## config.mk

```make
export PLATFORM = sky130hd
export DESIGN_NAME = bech32_string_decoder
export DESIGN_NICKNAME = d
export VERILOG_FILES = /design/src/sv/b32d_pkg.sv /design/src/sv/bech32_string_decoder.sv /design/src/sv/b32d_poly.sv /design/src/sv/b32d_pmem.sv
export SDC_FILE = /design/constraint.sdc
export NUM_CORES = 1
export LEC_CHECK = 0
export BUFFER_PORTS_ARGS = -buffer_cell sky130_fd_sc_hd__buf_2
export CORE_ASPECT_RATIO = 0.7
export CORE_MARGIN = 1.5
export CORE_UTILIZATION = 50
export CTS_CLUSTER_SIZE = 24
export DETAILED_ROUTE_END_ITERATION = 8
export PLACE_DENSITY_LB_ADDON = 0.15
export REMOVE_ABC_BUFFERS = 1
export SYNTH_ARGS = -nofsm -noshare
export SYNTH_HDL_FRONTEND = slang
export SYNTH_SLANG_ARGS = --single-unit
```

## constraint.sdc

```tcl
create_clock -name clk -period 4.1 [get_ports clk]
set_clock_uncertainty 0.1 [all_clocks]
set_input_delay 0.82 -clock clk [delete_from_list [all_inputs] [get_ports clk]]
set_output_delay 0.82 -clock clk [all_outputs]
set_load 0.05 [all_outputs]
```

## src/sv/b32d_pkg.sv

```systemverilog
`timescale 1ns / 1ps
// Shared types, constants and lookup functions for the Bech32/Bech32m string decoder.
// No dependencies; imported by every module of the block.
package b32d_pkg;

  // Width of the polymod checksum register
  localparam int unsigned CHK_W = 30;
  // Number of trailing checksum symbols held back from the output
  localparam int unsigned CHECK_SYMBOLS = 6;
  localparam int unsigned FILL_W = $clog2(CHECK_SYMBOLS + 1);

  // String length limits
  localparam logic [9:0] LEN_MIN = 10'd8;
  localparam logic [9:0] LEN_CAP = 10'd1023;

  // Final residues for the two encodings
  localparam logic [CHK_W-1:0] RESIDUE_BECH32  = 30'h0000_0001;
  localparam logic [CHK_W-1:0] RESIDUE_BECH32M = 30'h2bc8_30a3;

  // Result status codes
  localparam logic [1:0] STATUS_BECH32  = 2'd0;
  localparam logic [1:0] STATUS_BECH32M = 2'd1;
  localparam logic [1:0] STATUS_INVALID = 2'd2;

  // Result kinds
  localparam logic KIND_PREFIX = 1'b0;
  localparam logic KIND_DATA   = 1'b1;

  // Separator character and printable range for prefix characters
  localparam logic [7:0] CHAR_SEP = 8'h31;
  localparam logic [7:0] CHAR_LO  = 8'd33;
  localparam logic [7:0] CHAR_HI  = 8'd126;

  // BCH generator terms, one per bit of the top symbol
  localparam logic [CHK_W-1:0] GEN [5] = '{
    30'h3b6a57b2, 30'h26508e6d, 30'h1ea119fa, 30'h3d4233dd, 30'h2a1462b3
  };

  typedef logic [4:0] sym_t;

  function automatic logic is_upper(input logic [7:0] b);
    return (b >= 8'h41) && (b <= 8'h5a);
  endfunction

  function automatic logic is_lower(input logic [7:0] b);
    return (b >= 8'h61) && (b <= 8'h7a);
  endfunction

  // Reverse charset: {bad, symbol}; bad is set for bytes outside the alphabet
  function automatic logic [5:0] sym_lookup(input logic [7:0] b);
    logic [7:0] lc;
    logic [5:0] r;
    lc = is_upper(b) ? (b + 8'd32) : b;
    case (lc)
      8'h71: r = 6'd0;   8'h70: r = 6'd1;   8'h7a: r = 6'd2;   8'h72: r = 6'd3;
      8'h79: r = 6'd4;   8'h39: r = 6'd5;   8'h78: r = 6'd6;   8'h38: r = 6'd7;
      8'h67: r = 6'd8;   8'h66: r = 6'd9;   8'h32: r = 6'd10;  8'h74: r = 6'd11;
      8'h76: r = 6'd12;  8'h64: r = 6'd13;  8'h77: r = 6'd14;  8'h30: r = 6'd15;
      8'h73: r = 6'd16;  8'h33: r = 6'd17;  8'h6a: r = 6'd18;  8'h6e: r = 6'd19;
      8'h35: r = 6'd20;  8'h34: r = 6'd21;  8'h6b: r = 6'd22;  8'h68: r = 6'd23;
      8'h63: r = 6'd24;  8'h65: r = 6'd25;  8'h36: r = 6'd26;  8'h6d: r = 6'd27;
      8'h75: r = 6'd28;  8'h61: r = 6'd29;  8'h37: r = 6'd30;  8'h6c: r = 6'd31;
      default: r = 6'd32;
    endcase
    return r;
  endfunction

endpackage

```

## src/sv/bech32_string_decoder.sv

```systemverilog
`timescale 1ns / 1ps
// Top level of the streaming Bech32/Bech32m string decoder: sequencer, state
// and output register. Depends on b32d_pkg, b32d_poly and b32d_pmem.
//
//  Channel | Direction | Handshake              | Payload
//  --------+-----------+------------------------+------------------------------------
//  in      | input     | in_valid / in_stall    | in_char_byte, in_is_last
//  out     | output    | out_valid / out_stall  | out_kind, out_value, out_value_valid,
//          |           |                        | out_done_res, out_status
//  cfg     | input     | cfg_valid / cfg_ready  | cfg_max_length
//
// A byte goes through accept, execute and finish steps on the shared polymod unit.
// The separator adds a walk step per stored prefix character, as the single read port
// of the prefix store is walked through the same unit. With a result to load, the
// finish step waits while the output register holds an untaken transaction.
// rst_n is synchronous, active low; it clears control and string state, and
// sets max_length to 90. The prefix store needs no clearing pass.
module bech32_string_decoder
  import b32d_pkg::*;
#(
  parameter int unsigned PREFIX_MAX = 84
) (
  input  logic       clk,
  input  logic       rst_n,
  // input channel
  input  logic       in_valid,
  output logic       in_stall,
  input  logic [7:0] in_char_byte,
  input  logic       in_is_last,
  // result channel
  output logic       out_valid,
  input  logic       out_stall,
  output logic       out_kind,
  output logic [6:0] out_value,
  output logic       out_value_valid,
  output logic       out_done_res,
  output logic [1:0] out_status,
  // configuration
  input  logic       cfg_valid,
  output logic       cfg_ready,
  input  logic [9:0] cfg_max_length
);

  localparam int unsigned CW = $clog2(PREFIX_MAX + 1);
  localparam int unsigned AW = (PREFIX_MAX > 1) ? $clog2(PREFIX_MAX) : 1;

  // Sequencer states
  localparam logic [1:0] ST_IDLE = 2'd0;
  localparam logic [1:0] ST_EXEC = 2'd1;
  localparam logic [1:0] ST_WALK = 2'd2;
  localparam logic [1:0] ST_FIN  = 2'd3;

  // String phases
  localparam logic PH_PREFIX = 1'b0;
  localparam logic PH_DATA   = 1'b1;

  logic [1:0]       state_r, state_nxt;
  logic             phase_r, phase_nxt;
  logic [CHK_W-1:0] chk_r, chk_nxt;
  logic [CW-1:0]    pcount_r, pcount_nxt;
  logic [CW-1:0]    walk_r, walk_nxt;
  logic [9:0]       total_r, total_nxt;
  logic             lower_r, lower_nxt;
  logic             upper_r, upper_nxt;
  logic             failed_r, failed_nxt;
  logic [9:0]       maxlen_r;

  logic [7:0]       byte_r;
  logic             last_r;
  logic             hval_r, hval_nxt;
  logic             kind_r, kind_nxt;
  logic [6:0]       val_r, val_nxt;

  sym_t             dly_r [CHECK_SYMBOLS];
  sym_t             dly_nxt [CHECK_SYMBOLS];
  logic [FILL_W-1:0] fill_r, fill_nxt;

  logic             ov_r, ov_nxt;
  logic             o_kind_r, o_vv_r, o_done_r;
  logic [6:0]       o_val_r;
  logic [1:0]       o_status_r;
  logic             o_load;

  // Shared unit operands
  sym_t             fold;
  logic [CHK_W-1:0] poly_out;

  // Prefix store ports
  logic             wr_en;
  sym_t             rd_data;

  // Decode of the latched byte
  logic [7:0]       lc_byte;
  logic [5:0]       sym_res;
  logic [1:0]       status;
  logic             in_acc;

  assign in_acc    = in_valid && !in_stall;
  assign in_stall  = (state_r != ST_IDLE);
  assign cfg_ready = 1'b1;

  assign lc_byte = is_upper(byte_r) ? (byte_r + 8'd32) : byte_r;
  assign sym_res = sym_lookup(byte_r);

  b32d_poly u_poly (
    .chk_in  (chk_r),
    .fold    (fold),
    .chk_out (poly_out)
  );

  b32d_pmem #(
    .DEPTH (PREFIX_MAX),
    .AW    (AW)
  ) u_pmem (
    .clk     (clk),
    .wr_en   (wr_en),
    .wr_addr (pcount_r[AW-1:0]),
    .wr_data (lc_byte[4:0]),
    .rd_addr (walk_nxt[AW-1:0]),
    .rd_data (rd_data)
  );

  // Final status from the string state
  always_comb begin
    if (failed_r || (phase_r != PH_DATA) || (total_r < LEN_MIN) ||
        (total_r > maxlen_r) || (lower_r && upper_r)) begin
      status = STATUS_INVALID;
    end else if (chk_r == RESIDUE_BECH32) begin
      status = STATUS_BECH32;
    end else if (chk_r == RESIDUE_BECH32M) begin
      status = STATUS_BECH32M;
    end else begin
      status = STATUS_INVALID;
    end
  end

  // Sequencer
  always_comb begin
    state_nxt  = state_r;
    phase_nxt  = phase_r;
    chk_nxt    = chk_r;
    pcount_nxt = pcount_r;
    walk_nxt   = walk_r;
    total_nxt  = total_r;
    lower_nxt  = lower_r;
    upper_nxt  = upper_r;
    failed_nxt = failed_r;
    hval_nxt   = hval_r;
    kind_nxt   = kind_r;
    val_nxt    = val_r;
    dly_nxt    = dly_r;
    fill_nxt   = fill_r;
    fold       = '0;
    wr_en      = 1'b0;
    o_load     = 1'b0;
    ov_nxt     = ov_r && out_stall;

    unique case (state_r)
      ST_IDLE: begin
        if (in_acc) begin
          if (total_r >= LEN_CAP) begin
            failed_nxt = 1'b1;
          end else begin
            total_nxt = total_r + 10'd1;
          end
          lower_nxt = lower_r || is_lower(in_char_byte);
          upper_nxt = upper_r || is_upper(in_char_byte);
          hval_nxt  = 1'b0;
          kind_nxt  = KIND_PREFIX;
          val_nxt   = '0;
          state_nxt = ST_EXEC;
        end
      end

      ST_EXEC: begin
        state_nxt = ST_FIN;
        if (!failed_r) begin
          if (phase_r == PH_PREFIX) begin
            if (byte_r == CHAR_SEP) begin
              // Fold a zero, then walk the stored low bits
              chk_nxt   = poly_out;
              phase_nxt = PH_DATA;
              walk_nxt  = '0;
              if (pcount_r != '0) begin
                state_nxt = ST_WALK;
              end
            end else if ((byte_r < CHAR_LO) || (byte_r > CHAR_HI) ||
                         (pcount_r >= CW'(PREFIX_MAX))) begin
              failed_nxt = 1'b1;
            end else begin
              fold       = {2'b0, lc_byte[7:5]};
              chk_nxt    = poly_out;
              wr_en      = 1'b1;
              pcount_nxt = pcount_r + CW'(1);
              hval_nxt   = 1'b1;
              kind_nxt   = KIND_PREFIX;
              val_nxt    = lc_byte[6:0];
            end
          end else begin
            if (sym_res[5]) begin
              failed_nxt = 1'b1;
            end else begin
              fold    = sym_res[4:0];
              chk_nxt = poly_out;
              if (fill_r >= FILL_W'(CHECK_SYMBOLS)) begin
                // Delay full: oldest symbol goes out
                hval_nxt = 1'b1;
                kind_nxt = KIND_DATA;
                val_nxt  = {2'b0, dly_r[0]};
                for (int i = 0; i < CHECK_SYMBOLS - 1; i++) begin
                  dly_nxt[i] = dly_r[i+1];
                end
                dly_nxt[CHECK_SYMBOLS-1] = sym_res[4:0];
              end else begin
                dly_nxt[fill_r] = sym_res[4:0];
                fill_nxt        = fill_r + FILL_W'(1);
              end
            end
          end
        end
      end

      ST_WALK: begin
        fold    = rd_data;
        chk_nxt = poly_out;
        if ((walk_r + CW'(1)) == pcount_r) begin
          state_nxt = ST_FIN;
        end else begin
          walk_nxt = walk_r + CW'(1);
        end
      end

      ST_FIN: begin
        if (!hval_r && !last_r) begin
          state_nxt = ST_IDLE;
        end else if (!ov_r || !out_stall) begin
          o_load    = 1'b1;
          ov_nxt    = 1'b1;
          state_nxt = ST_IDLE;
          if (last_r) begin
            // Back to the start of a new string
            phase_nxt  = PH_PREFIX;
            chk_nxt    = RESIDUE_BECH32;
            pcount_nxt = '0;
            total_nxt  = '0;
            lower_nxt  = 1'b0;
            upper_nxt  = 1'b0;
            fill_nxt   = '0;
            failed_nxt = 1'b0;
          end
        end
      end

      default: state_nxt = ST_IDLE;
    endcase
  end

  // Control and string state
  always_ff @(posedge clk) begin
    if (!rst_n) begin
      state_r  <= ST_IDLE;
      phase_r  <= PH_PREFIX;
      chk_r    <= RESIDUE_BECH32;
      pcount_r <= '0;
      walk_r   <= '0;
      total_r  <= '0;
      lower_r  <= 1'b0;
      upper_r  <= 1'b0;
      failed_r <= 1'b0;
      fill_r   <= '0;
      ov_r     <= 1'b0;
      maxlen_r <= 10'd90;
    end else begin
      state_r  <= state_nxt;
      phase_r  <= phase_nxt;
      chk_r    <= chk_nxt;
      pcount_r <= pcount_nxt;
      walk_r   <= walk_nxt;
      total_r  <= total_nxt;
      lower_r  <= lower_nxt;
      upper_r  <= upper_nxt;
      failed_r <= failed_nxt;
      fill_r   <= fill_nxt;
      ov_r     <= ov_nxt;
      if (cfg_valid && cfg_ready) begin
        maxlen_r <= cfg_max_length;
      end
    end
  end

  // Payload registers
  always_ff @(posedge clk) begin
    if (in_acc) begin
      byte_r <= in_char_byte;
      last_r <= in_is_last;
    end
    hval_r <= hval_nxt;
    kind_r <= kind_nxt;
    val_r  <= val_nxt;
    dly_r  <= dly_nxt;
    if (o_load) begin
      o_kind_r   <= hval_r ? kind_r : 1'b0;
      o_val_r    <= hval_r ? val_r : 7'd0;
      o_vv_r     <= hval_r;
      o_done_r   <= last_r;
      o_status_r <= last_r ? status : STATUS_BECH32;
    end
  end

  assign out_valid       = ov_r;
  assign out_kind        = o_kind_r;
  assign out_value       = o_val_r;
  assign out_value_valid = o_vv_r;
  assign out_done_res    = o_done_r;
  assign out_status      = o_status_r;

endmodule

```

## src/sv/b32d_poly.sv

```systemverilog
`timescale 1ns / 1ps
// Shared polymod step unit: one BCH step of the checksum plus a 5-bit fold-in.
// Depends on b32d_pkg.
module b32d_poly
  import b32d_pkg::*;
(
  input  logic [CHK_W-1:0] chk_in,
  input  sym_t             fold,
  output logic [CHK_W-1:0] chk_out
);

  logic [4:0]       top;
  logic [CHK_W-1:0] acc;

  // Shift by one symbol, then xor in the generator terms picked by the top symbol
  always_comb begin
    top = chk_in[CHK_W-1 -: 5];
    acc = {chk_in[CHK_W-6:0], 5'b0};
    for (int i = 0; i < 5; i++) begin
      if (top[i]) begin
        acc = acc ^ GEN[i];
      end
    end
    chk_out = acc ^ {{(CHK_W-5){1'b0}}, fold};
  end

endmodule

```

## src/sv/b32d_pmem.sv

```systemverilog
`timescale 1ns / 1ps
// Prefix store: low five bits of each prefix character, one write and one
// registered read port. Depends on b32d_pkg.
module b32d_pmem
  import b32d_pkg::*;
#(
  parameter int unsigned DEPTH = 84,
  parameter int unsigned AW    = 7
) (
  input  logic          clk,
  input  logic          wr_en,
  input  logic [AW-1:0] wr_addr,
  input  sym_t          wr_data,
  input  logic [AW-1:0] rd_addr,
  output sym_t          rd_data
);

  sym_t mem [DEPTH];
  sym_t rd_data_r;

  // Write port
  always_ff @(posedge clk) begin
    if (wr_en) begin
      mem[wr_addr] <= wr_data;
    end
  end

  // Registered read port
  always_ff @(posedge clk) begin
    rd_data_r <= mem[rd_addr];
  end

  assign rd_data = rd_data_r;

endmodule
```

Word level (Yosys, flattened, before mapping)
Memories as Yosys holds them, arrays and structs flattened. A register that Yosys moved wholly into a read port is not among the register bits.
Cells that the tools add are included.
{"block": "word_totals", "ff_bits": 134, "ramBits": 420, "rom_bits": 768, "in_bits": 24, "out_inout_bits": 15, "elab_cells": 248, "mem_count": 2}
{"block": "op_classes", "addsub": 5, "magnitude_cmp": 15, "eq_ne": 27, "mux": 118, "n_bitwise": 11, "n_reduce_logical": 41}
{"name": "(no name shown)", "words": 128, "width": 6, "read_ports": 1, "rd_clocked_by_memory_dff": 0, "wr": 0, "line_no": "b32d_pkg.sv:54", "source": "case (lc)"}
{"name": "u_pmem.mem", "words": 84, "width": 5, "read_ports": 1, "rd_clocked_by_memory_dff": 1, "wr": 1, "line_no": "b32d_pmem.sv:18", "source": "sym_t mem [DEPTH];"}
{"cell": "$mux W30", "n": 13}
{"cell": "$mux W7", "n": 18}
{"cell": "$pmux W30 S3", "n": 1}
{"cell": "$mux W10", "n": 5}
{"cell": "$mux W1", "n": 43}
{"cell": "$pmux W7 S2", "n": 3}
{"cell": "$bwmux W30", "n": 1}
{"cell": "$eq A30 B1 Y1 const B", "n": 1}
{"cell": "$eq A30 B30 Y1 const B", "n": 1}
{"cell": "$xor A30 B5 Y30", "n": 1}
{"cell": "$mux W29", "n": 1}
{"cell": "$ne A2 B2 Y1 const B", "n": 14}
{"cell": "$mux W3", "n": 9}
{"cell": "$ge A8 B7 Y1 const B", "n": 3}
{"cell": "$le A8 B7 Y1 const B", "n": 3}
{"cell": "$mux W5", "n": 4}
{"cell": "$pmux W10 S2", "n": 1}
{"cell": "$not A18 Y18", "n": 1}
{"cell": "$not A17 Y17", "n": 1}
{"cell": "$not A16 Y16", "n": 1}
{"cell": "$reduce_and A8 Y1", "n": 2}
{"cell": "$demux W5 S3", "n": 1}
{"cell": "$ne A3 B3 Y1 const B", "n": 5}
{"cell": "$add A7 B1 Y7 const B", "n": 2}
{"cell": "other kinds (42)", "n": 82}

Depth between registers and ports, before layout
Gate-level depths: netlist (run 1).
{"block": "logic_depth", "depth_word": 16, "mapped_depth": 17, "mapped_depth_nobuf": 13}

Modules after synthesis
Synthesis (run 1) repeated with hierarchy kept, for this count alone.
{"block": "unflattened", "cells_unflattened": 1644, "area_unflattened_um2": 24672.4}
{"module": "b32d_pmem", "instances": 1, "cells_each": 775, "area_each_um2": 16687.3, "seq_area_each_um2": 12712.2}
{"module": "bech32_string_decoder", "instances": 1, "cells_each": 820, "area_each_um2": 7380.8, "seq_area_each_um2": 3283.1}
{"module": "b32d_poly", "instances": 1, "cells_each": 49, "area_each_um2": 604.3, "seq_area_each_um2": 0.0}

Worst setup path before layout (run 1)
OpenSTA, ideal clock, no wires.
{"block": "synth_timing", "kind": "flip-flop to flip-flop", "start": "reg byte_r[1]", "end": "reg chk_r[4]", "setup_ps": 70, "arrival_time_ps": 4327, "required_time_ps": 3930, "path_slack_ps": -398, "stages_incl_launch_ff": 14, "n_path_buf": 1, "period_less_slack_ps": 4498, "path_cell_list": "edfxtp_1 inv_1 ha_1 or4b_1 o211ai_2 or3_1 a21oi_1 o21ai_1 or3_1 buf_2 o21ai_1 a21oi_1 or4_1 a21oi_1"}
{"block": "synth_via", "elab_chain_len": 15, "word_cells_on_any_way": 26, "cone_classes": "add/sub: 1; order compare: 4; eq/ne: 3; mux: 12; bitwise: 1; reduce/logical: 4; memory: 1"}
{"item": "start: declaration", "line_no": "bech32_string_decoder.sv:68", "source": "logic [7:0] byte_r;"}
{"item": "start signal: assignment", "line_no": "bech32_string_decoder.sv:294", "source": "byte_r <= in_char_byte;"}
{"item": "$ge A8 B7 Y1 or $le A8 B7 Y1 (tied branches)", "line_no": "b32d_pkg.sv:42", "source": "return (b >= 8'h41) && (b <= 8'h5a);"}
{"item": "$logic_and A1 B1 Y1", "line_no": "b32d_pkg.sv:42"}
{"item": "$mux W8", "line_no": "b32d_pkg.sv:53", "source": "lc = is_upper(b) ? (b + 8'd32) : b;"}
{"item": "$mem_v2 Z128 W6"}
{"item": "$mux W6", "line_no": "b32d_pkg.sv:54"}
{"item": "$mux W5", "line_no": "bech32_string_decoder.sv:200", "source": "if (sym_res[5]) begin"}
{"item": "$mux W5", "line_no": "bech32_string_decoder.sv:178", "source": "if (phase_r == PH_PREFIX) begin"}
{"item": "$mux W5", "line_no": "bech32_string_decoder.sv:177", "source": "if (!failed_r) begin"}
{"item": "$pmux W5 S2", "line_no": "bech32_string_decoder.sv:158", "source": "unique case (state_r)"}
{"item": "$xor A30 B5 Y30", "line_no": "b32d_poly.sv:24", "source": "chk_out = acc ^ {{(CHK_W-5){1'b0}}, fold};"}
{"item": "$mux W30", "line_no": "bech32_string_decoder.sv:187", "source": "end else if ((byte_r < CHAR_LO) || (byte_r > CHAR_HI) ||"}
{"item": "$mux W30", "line_no": "bech32_string_decoder.sv:179", "source": "if (byte_r == CHAR_SEP) begin"}
{"item": "$mux W30", "line_no": "bech32_string_decoder.sv:178"}
{"item": "$mux W30", "line_no": "bech32_string_decoder.sv:177"}
{"item": "$pmux W30 S3", "line_no": "bech32_string_decoder.sv:158"}
{"item": "end signal: assignment", "line_no": "bech32_string_decoder.sv:276", "source": "chk_r <= chk_nxt;"}
{"item": "end: declaration", "line_no": "bech32_string_decoder.sv:59", "source": "logic [CHK_W-1:0] chk_r, chk_nxt;"}
Parallel ways exist; a longest one is shown, timed or not. The select of a mux whose other input is x is not followed.
A chain may end at the register's enable or synchronous reset.

Final worst setup path (run 1)
{"block": "layout_timing", "start": "reg walk_r[1]", "end": "reg u_pmem.rd_data_r[4], in the netlist u_pmem.rd_data[4] (read register of u_pmem.mem)"}
{"block": "layout_via", "elab_chain_len": 4, "word_cells_on_any_way": 7, "cone_classes": "add/sub: 1; eq/ne: 1; mux: 5"}
{"item": "start: declaration", "line_no": "bech32_string_decoder.sv:61", "source": "logic [CW-1:0] walk_r, walk_nxt;"}
{"item": "start signal: assignment", "line_no": "bech32_string_decoder.sv:278", "source": "walk_r <= walk_nxt;"}
{"item": "$add A7 B1 Y7 or $mux W7 (tied branches)", "line_no": "bech32_string_decoder.sv:226, bech32_string_decoder.sv:229, bech32_string_decoder.sv:179"}
{"item": "$eq A7 B7 Y1 or $mux W7 (tied branches)", "line_no": "bech32_string_decoder.sv:226, bech32_string_decoder.sv:178"}
{"item": "$mux W7 (on tied branches)", "line_no": "bech32_string_decoder.sv:226, bech32_string_decoder.sv:177"}
{"item": "$pmux W7 S2 *", "line_no": "bech32_string_decoder.sv:158"}
{"item": "end: declaration", "line_no": "b32d_pmem.sv:19", "source": "sym_t rd_data_r;"}
Mark *: on every way between the ends. The rest lies on a longest branch, timed or not.

==> results of run 1 <==
-- final timing paths --
path | startpoint | endpoint | slack [ns]
setup / recovery | walk_r[1] | u_pmem.rd_data[4] | 0.21
hold / removal | in_is_last | last_r | 0.31
setup reg to reg | walk_r[1] | u_pmem.rd_data[4] | 0.21
hold reg to reg | upper_r | upper_r | 0.39
-- sequential cells by signal, summed over array words and instances (netlist names), 2 cells and up --
name,cells
walk_r,7
out_value,7
val_r,7
state_r,2
pcount_r,7
u_pmem.rd_data,5
total_r,10
maxlen_r,10
u_pmem.mem,420
chk_r,30
fill_r,3
dly_r,30
out_status,2
byte_r,8
-- repair_timing --
item / in CTS / in global routing
resized for setup: 2 / 25
endpoints found under the setup margin: 2 / 48
cloned: 0 / 0
hold buffers: 0 / 0
-- layout make-up --
type	count	area (um^2)	area share, %
Sequential cell	559	16000	56.6
Multi-Input combinational cell	1392	8070	28.6
Clock buffer	62	1400	4.96
Timing Repair Buffer	161	1290	4.57
Tap cell	655	820	2.90
Clock inverter	38	514	1.82
Inverter	42	158	0.558
-- cell families after synthesis --
logic type,count (synthesis),synth area share [%]
other,1,0.0152
DFF,559,64.8
adders and majority gates,30,1.52
and+or+nand+nor,816,14.7
muxes,53,2.26
xor gates and xnor gates,64,2.27
buffers and inverters,170,3.11
AOI/OAI and AO/OA,428,11.4
-- cell usage after synthesis (all sizes together) (9+ instances only) --
| library cell | instances |
|---|---|
| o21ai | 62 |
| xnor2 | 40 |
| clkbuf | 59 |
| o22ai | 16 |
| nor2 | 215 |
| nor2b | 12 |
| mux2i | 44 |
| edfxtp | 480 |
| buf | 69 |
| o221ai | 12 |
| mux2 | 9 |
| a22o | 16 |
| and3 | 29 |
| a211oi | 16 |
| and2 | 13 |
| xor2 | 24 |
| a21oi | 147 |
| a31oi | 16 |
| inv | 40 |
| nor4 | 10 |
| or3 | 16 |
| a22oi | 32 |
| nand2 | 339 |
| o211ai | 23 |
| nand4 | 14 |
| nand3 | 85 |
| ha | 30 |
| nor3 | 46 |
| o21a | 10 |
| nand2b | 9 |
| dfxtp | 79 |
-- routing by layer --
layer | track usage [%] | vias up
met1 | 40.9 | 8572
met5 | 0 | -
met2 | 36.0 | 692
li1 | - | 8001
met3 | 6.96 | 100
met4 | 5.68 | 0
-- stage by stage --
step | setup WS (ns) | area, um^2
after floorplan | -2.96 | 24100
after global placement | -0.0338 | 26200
after detailed placement | -0.0612 | 26200
after CTS | 0.0237 | 28100
after global routing | -0.0319 | 28300
final | 0.207 | 28300
-- worst max-delay path: cells and delay by family, from the launching register on --
family                     cells  cell delay (ns)
adders and majority gates      1             0.27
DFF                            1             0.39
buffers and inverters          1             0.15
muxes                          1             0.46
and+or+nand+nor                6             1.30
AOI/OAI and AO/OA              3             0.84
xor gates and xnor gates       1             0.26
-- power breakdown --
group,total (mW),internal (mW),leakage (nW),switching [mW]
clock,5.40,3.22,0.925,2.19
sequential,6.75,6.58,4.98,0.164
combinational,6.12,2.12,3.94,3.99
==> summary.txt, run 1 <==
Outcome
  • Status: finished, final reports clean

Global route
  • Total global routing overflow: 0
  • Largest net degree at the start of global routing: 61
  • Global-route wire length before repair: 101000 um
  • Vias in the first global route: 16900
  • Total track usage: 26.1%
  • Initial antenna violation count: 0

Synth
  • Synth Flop Type: edfxtp_1
  • Yosys warning count: 0
  • Synth top area cells: edfxtp_1, dfxtp_1, nand2_1
  • Register area share after synthesis: 64.8%
  • Netlist cell types: 86
  • Synthesized cell area: 24700 um^2
  • Syn Area/Cell: roughly 12 um^2
  • Yosys top cell area share: 58.4%
  • Largest area contributor in the netlist: edfxtp_1
  • FF+latch count, synth: 559
  • Post-synth EDFFs: 480
  • Ys async rst share: 0%
  • Post-Synthesis Cells: 2121

Place
  • PortBufs: 37
  • DP Wirelength: 43300 um
  • GPL Wtd Cong: 0.903
  • Placed Cells: 2809

Detailed routing
  • Antenna Nets Post-Route: 0
  • Routed WL: 65300 um
  • Residual DRC: 0
  • Top Layer Used: met4
  • Wire length on met1: around 31000 um
  • Drt wl/cell: ~22 um
  • Met2 wire length: ~27000 um
  • 1st-iter DRT viols: 1949
  • Vias: 17400
  • First-pass DRT Iterations: 5
  • DR vias/cell: 5.97
  • Met3 wire length: 6670 um

Worst hold path
  • Worst Hold Class: input port to flip-flop
  • WHS Path Cells: 1

Power and ir drop
  • Lkg Pwr: 9.85 nW
  • Tot Pwr: 18.3 mW
  • Max VDD drop: 391 uV
  • PwrDens: 647 nW/um^2

Final layout
  • Most frequent cells in the layout: edfxtp_1, nand2_1, nor2_1, a21oi_1, buf_4
  • Non-filler cells, final: 2909
  • Final Util: 58.5%
  • Fillers: around 4000
  • Ant diodes: 0
  • Layout cells sized above 1: between 10% and 20%
  • Area Growth Syn to Fin: 14.4%
  • Commonest non-fill, non-tap cell in the layout: edfxtp_1
  • Nets: ~2300

Clock tree
  • Post-CTS Setup Inserts: 0
  • TritonCTS Sinks: 559
  • CTS Root Cell: clkbuf_16
  • Clock Latency Late Sink: around 0.6 ns
  • CTS tree: built
  • Max Root-Sink Buffers: 3
  • Clock transition at path regs: around 0.070 ns
  • Num CTS Buffers: 53
  • H-tree depth: 2

Die
  • Row Count: 67
  • Die area: 50700 um^2
  • Starting Density: between 50% and 60%
  • Die height: between 150 and 200 um
  • Core Region: 48300 um^2
  • Die Wd: 269 um
  • Number of I/O pins: 39

Setup path
  • Depth of the most critical reg-to-reg path: 13
  • CP Capture Type: flip-flop
  • Type of origin of the critical path: flip-flop
  • Critical-path cell list: ha_2 -> and3_1 -> nand3_1 -> xnor2_2 -> or3_4 -> mux2_4 -> nor2_4 -> buf_4 -> nand2_1 -> a41oi_1 -> nor3_2 -> o311ai_4 -> o211ai_1
  • Required time of the critical path: 4.46 ns
  • Max incr delay on CP: 0.53 ns
  • CP Class: flip-flop to flip-flop
  • Worst path arrival time: 4.25 ns
  • Largest fanout on the critical path: 18
  • CP max stage cell: or3_4

STA
  • Tmin final: 3.89 ns
  • Hold WS: 0.310 ns
  • Slew @ Worst Pin: 0.841 ns
  • TNS Setup: 0 ns
  • Final Hold Fails: 0
  • Max Transition Viols Final: 0
  • Final worst-path cycle share: 94.9%
  • Slew headroom: 43.6%
  • Fmax: 0.257 GHz
  • Number of setup violations in the final report: 0

Job
  • Max-Cap Viols: 0
Power figures use the tool's default switching activity.
==> run 2: changes to the inputs <==
--- a/config.mk
+++ b/config.mk
@@ -5,6 +5,7 @@
 export SDC_FILE = /design/constraint.sdc
 export NUM_CORES = 1
 export LEC_CHECK = 0
+export ABC_AREA = 1
 export BUFFER_PORTS_ARGS = -buffer_cell sky130_fd_sc_hd__buf_2
 export CORE_ASPECT_RATIO = 0.7
 export CORE_MARGIN = 1.5
==> run 2 against run 1 <==
Area after synthesis rose by 5.3%. Core utilization fell by 2.1 points. Hold slack got worse by 0.040 ns. Fmax rose by 4.4%. Critical path depth did not move. Register-to-register slack improved by 0.16 ns. Largest cell class unchanged.
==> summary.txt, run 2 <==
Die
  • Number of I/O pins: 39 (unchanged)
  • Core Region: 51000 um^2 (+5.7%)
  • Die height: 194 um (+2.6%)
  • Die area: 53400 um^2 (+5.3%)
  • Die Wd: 276 um (+2.6%)
  • Starting Density: 51.0% (-0.16 points)
  • Row Count: 69 (+3.0%)

STA
  • Final worst-path cycle share: 90.9% (-4.0 points)
  • Hold WS: 0.269 ns (-0.0402 ns)
  • RSZ-0062 raised after global routing: false
  • Slew @ Worst Pin: 1.04 ns (+0.196 ns)
  • Max Transition Viols Final: 0 (unchanged)
  • Slew headroom: 30.3% (-13 points)
  • Number of setup violations in the final report: 0 (unchanged)
  • Final Hold Fails: 0 (unchanged)
  • Tmin final: 3.73 ns (-0.165 ns)
  • TNS Setup: 0 ns (unchanged)
  • Fmax: 0.268 GHz (+4.4%)

Final layout
  • Commonest non-fill, non-tap cell in the layout: nand2_1
  • Design area: 28800 um^2 (+1.9%)
  • Non-filler cells, final: 3470 (+19%)
  • Ant diodes: 0 (unchanged)
  • Largest registers: u_pmem.mem x420, chk_r x30, dly_r x30
  • Top reg by flops: u_pmem.mem
  • Area Growth Syn to Fin: 10.7%
  • Most frequent cells in the layout: nand2_1, edfxtp_1, inv_1, nand3_1, nor2_1
  • Layout cells sized above 1: 7.55% (-5.4 points)
  • Final Util: 56.4% (-2.1 points)
  • Largest register FFs: 420 (unchanged)
  • Nets: 2804 (+24%)

Synth
  • Synthesized cell area: 26000 um^2 (+5.3%)
  • Post-Synthesis Cells: 2725 (+28%)
  • Post-synth top cells: nand2_1, edfxtp_1, inv_1, nand3_1, nor2_1
  • Syn Area/Cell: 9.54 um^2 (-18%)
  • Yosys top cell area share: 55.4% (-3.0 points)
  • Ys async rst share: 0% (unchanged)
  • Synth Flop Type: edfxtp_1
  • Most common cell in the netlist: nand2_1
  • Largest area contributor in the netlist: edfxtp_1
  • FF+latch count, synth: 559 (unchanged)
  • Register area share after synthesis: 61.5% (-3.3 points)
  • Yosys warning count: 0 (unchanged)
  • Netlist cell types: 51 (-41%)
  • Synth top area cells: edfxtp_1, nand2_1, nand3_1
  • Post-synth EDFFs: 480 (unchanged)

Setup path
  • Largest delay contributor family on the critical path: simple AND/OR/NAND/NOR gates
  • Largest fanout on the critical path: 24 (+6)
  • Crit. path cell count: 13 (unchanged)
  • WP buf/inv: 3 (+2)
  • Cell mode on critical path: nand2_1
  • Type of origin of the critical path: flip-flop
  • Worst path arrival time: 3.88 ns (-0.37 ns)
  • Critical-path cell list: buf_4 -> inv_1 -> nor2_1 -> nand2_1 -> nand4_1 -> nand3_1 -> o21ai_2 -> inv_2 -> nand2_1 -> nand3b_1 -> nor2_2 -> nand2_2 -> a21oi_1
  • Depth of the most critical reg-to-reg path: 13 (unchanged)
  • CP Class: flip-flop to flip-flop
  • Max incr delay on CP: 0.54 ns (about the same)
  • CP Capture Type: flip-flop
  • Required time of the critical path: 4.25 ns (-0.21 ns)
  • CP max stage cell: edfxtp_1

Clock tree
  • Max Root-Sink Buffers: 3 (unchanged)
  • H-tree depth: 2 (unchanged)
  • Post-CTS Setup Inserts: 0 (unchanged)
  • Clock transition at path regs: 0.07 ns (about the same)
  • CTS Hold Bufs: 0 (unchanged)
  • Clock Latency Late Sink: 0.63 ns (+0.03 ns)
  • Num CTS Buffers: 55 (+3.8%)
  • CTS tree: built
  • CTS Root Cell: clkbuf_16
  • TritonCTS Sinks: 559 (unchanged)
  • Post-CTS sizing: 0 (-2)

Outcome
  • Status: finished, final reports clean

Power and ir drop
  • PwrDens: 588 nW/um^2 (-9.1%)
  • Comb power frac: 27.6% (-5.9 points)
  • Clock power frac: 31.3% (+1.7 points)
  • Lkg Pwr: 11.6 nW (+17%)
  • Sequential share of power: 41.1% (+4.2 points)
  • Max VDD drop: 358 uV (-8.5%)
  • Sw Pwr: 5.77 mW (-9.0%)
  • Switching portion of total power: 34.1% (-0.61 points)
  • Internal power: 11.1 mW (-6.5%)

Place
  • Post-DP Area: 26900 um^2 (+2.7%)
  • DP Wirelength: 42000 um (-3.0%)
  • PortBufs: 37 (unchanged)
  • GPL Wtd Cong: 0.917 (+1.5%)
  • Placed Cells: 3367 (+20%)

Detailed routing
  • DR vias/cell: 5.46 (-8.6%)
  • Drt wl/cell: 19.0 um (-15%)
  • Residual DRC: 0 (unchanged)
  • Vias: 18900 (+9.0%)
  • 1st-iter DRT viols: 2050 (+5.2%)
  • Routed WL: 65900 um (+0.85%)
  • Antenna Nets Post-Route: 0 (unchanged)
  • First-pass DRT Iterations: 5 (unchanged)

Job
  • Max-Cap Viols: 0 (unchanged)

Global route
  • Largest net degree at the start of global routing: 106 (+74%)
  • Total track usage: 25.0% (-1.1 points)
  • Global-route wire length before repair: 103000 um (+2.1%)
  • Vias in the first global route: 17900 (+5.4%)
  • Total global routing overflow: 0 (unchanged)
  • Initial antenna violation count: 0 (unchanged)

Worst hold path
  • Worst Hold Class: input port to flip-flop
  • WHS Path Cells: 1 (unchanged)
run 2: logic make-up after synthesis:
family                     after synthesis  synth area share, %
AOI/OAI and AO/OA                      297                 6.43
buffers and inverters                  570                 8.95
DFF                                    559                 61.5
and+or+nand+nor                       1231                 20.4
xor gates and xnor gates                37                 1.25
other                                    1               0.0144
adders and majority gates               30                 1.44
run 2: power by group through the flow:
stage / sequential, mW / combinational (mW) / clock [mW]
2_1_floorplan: 7.11 / 3.05 / 0
3_3_place_gp: 7.06 / 4.56 / 0
3_5_place_dp: 7.06 / 4.60 / 0
4_1_cts: 6.94 / 4.63 / 5.36
5_1_grt: 6.97 / 5.20 / 5.58
6_report: 6.95 / 4.67 / 5.30
run 2: through the flow:
step	setup slack [ns]	power (mW)
finish	0.372	16.9
global route	0.105	17.8
CTS	0.418	16.9
detailed placement	0.452	11.7
global placement	0.423	11.6
floorplan	-1.70	10.2
run 2: worst reg2reg max path, cell delays in order, from the launching register on:
cell and delay (ns):
edfxtp_1 0.54, buf_4 0.37, inv_1 0.22, nor2_1 0.23, nand2_1 0.11, nand4_1 0.10
nand3_1 0.13, o21ai_2 0.31, inv_2 0.17, nand2_1 0.10, nand3b_1 0.15, nor2_2 0.19
nand2_2 0.18, a21oi_1 0.45
run 2: metal layers:
layer / vias to the layer above / share of wire (%) / global-route usage [%]
met4: 0 / 2.1 / 6.46
met2: 738 / 41 / 34.8
met5: - / 0 / 0
met1: 8989 / 48 / 39.7
li1: 9106 / - / -
met3: 97 / 8.6 / 4.66
run 2: cell type report:
| type | count | area, um^2 |
|---|---|---|
| flip-flops and latches | 559 | 16000 |
| fillers | 4421 | 22200 |
| clock inverters | 35 | 399 |
| repair buffers | 90 | 658 |
| clock buffers | 68 | 1490 |
| well taps | 674 | 843 |
| multi-input cells | 1596 | 7720 |
| inverters | 448 | 1680 |
run 2: worst paths after layout:
| check | start | endpoint | slack (ns) |
|---|---|---|---|
| max | byte_r[3] | dly_r[27] | 0.37 |
| min | in_is_last | last_r | 0.27 |
| max reg2reg | byte_r[3] | dly_r[27] | 0.37 |
| min reg2reg | lower_r | lower_r | 0.36 |
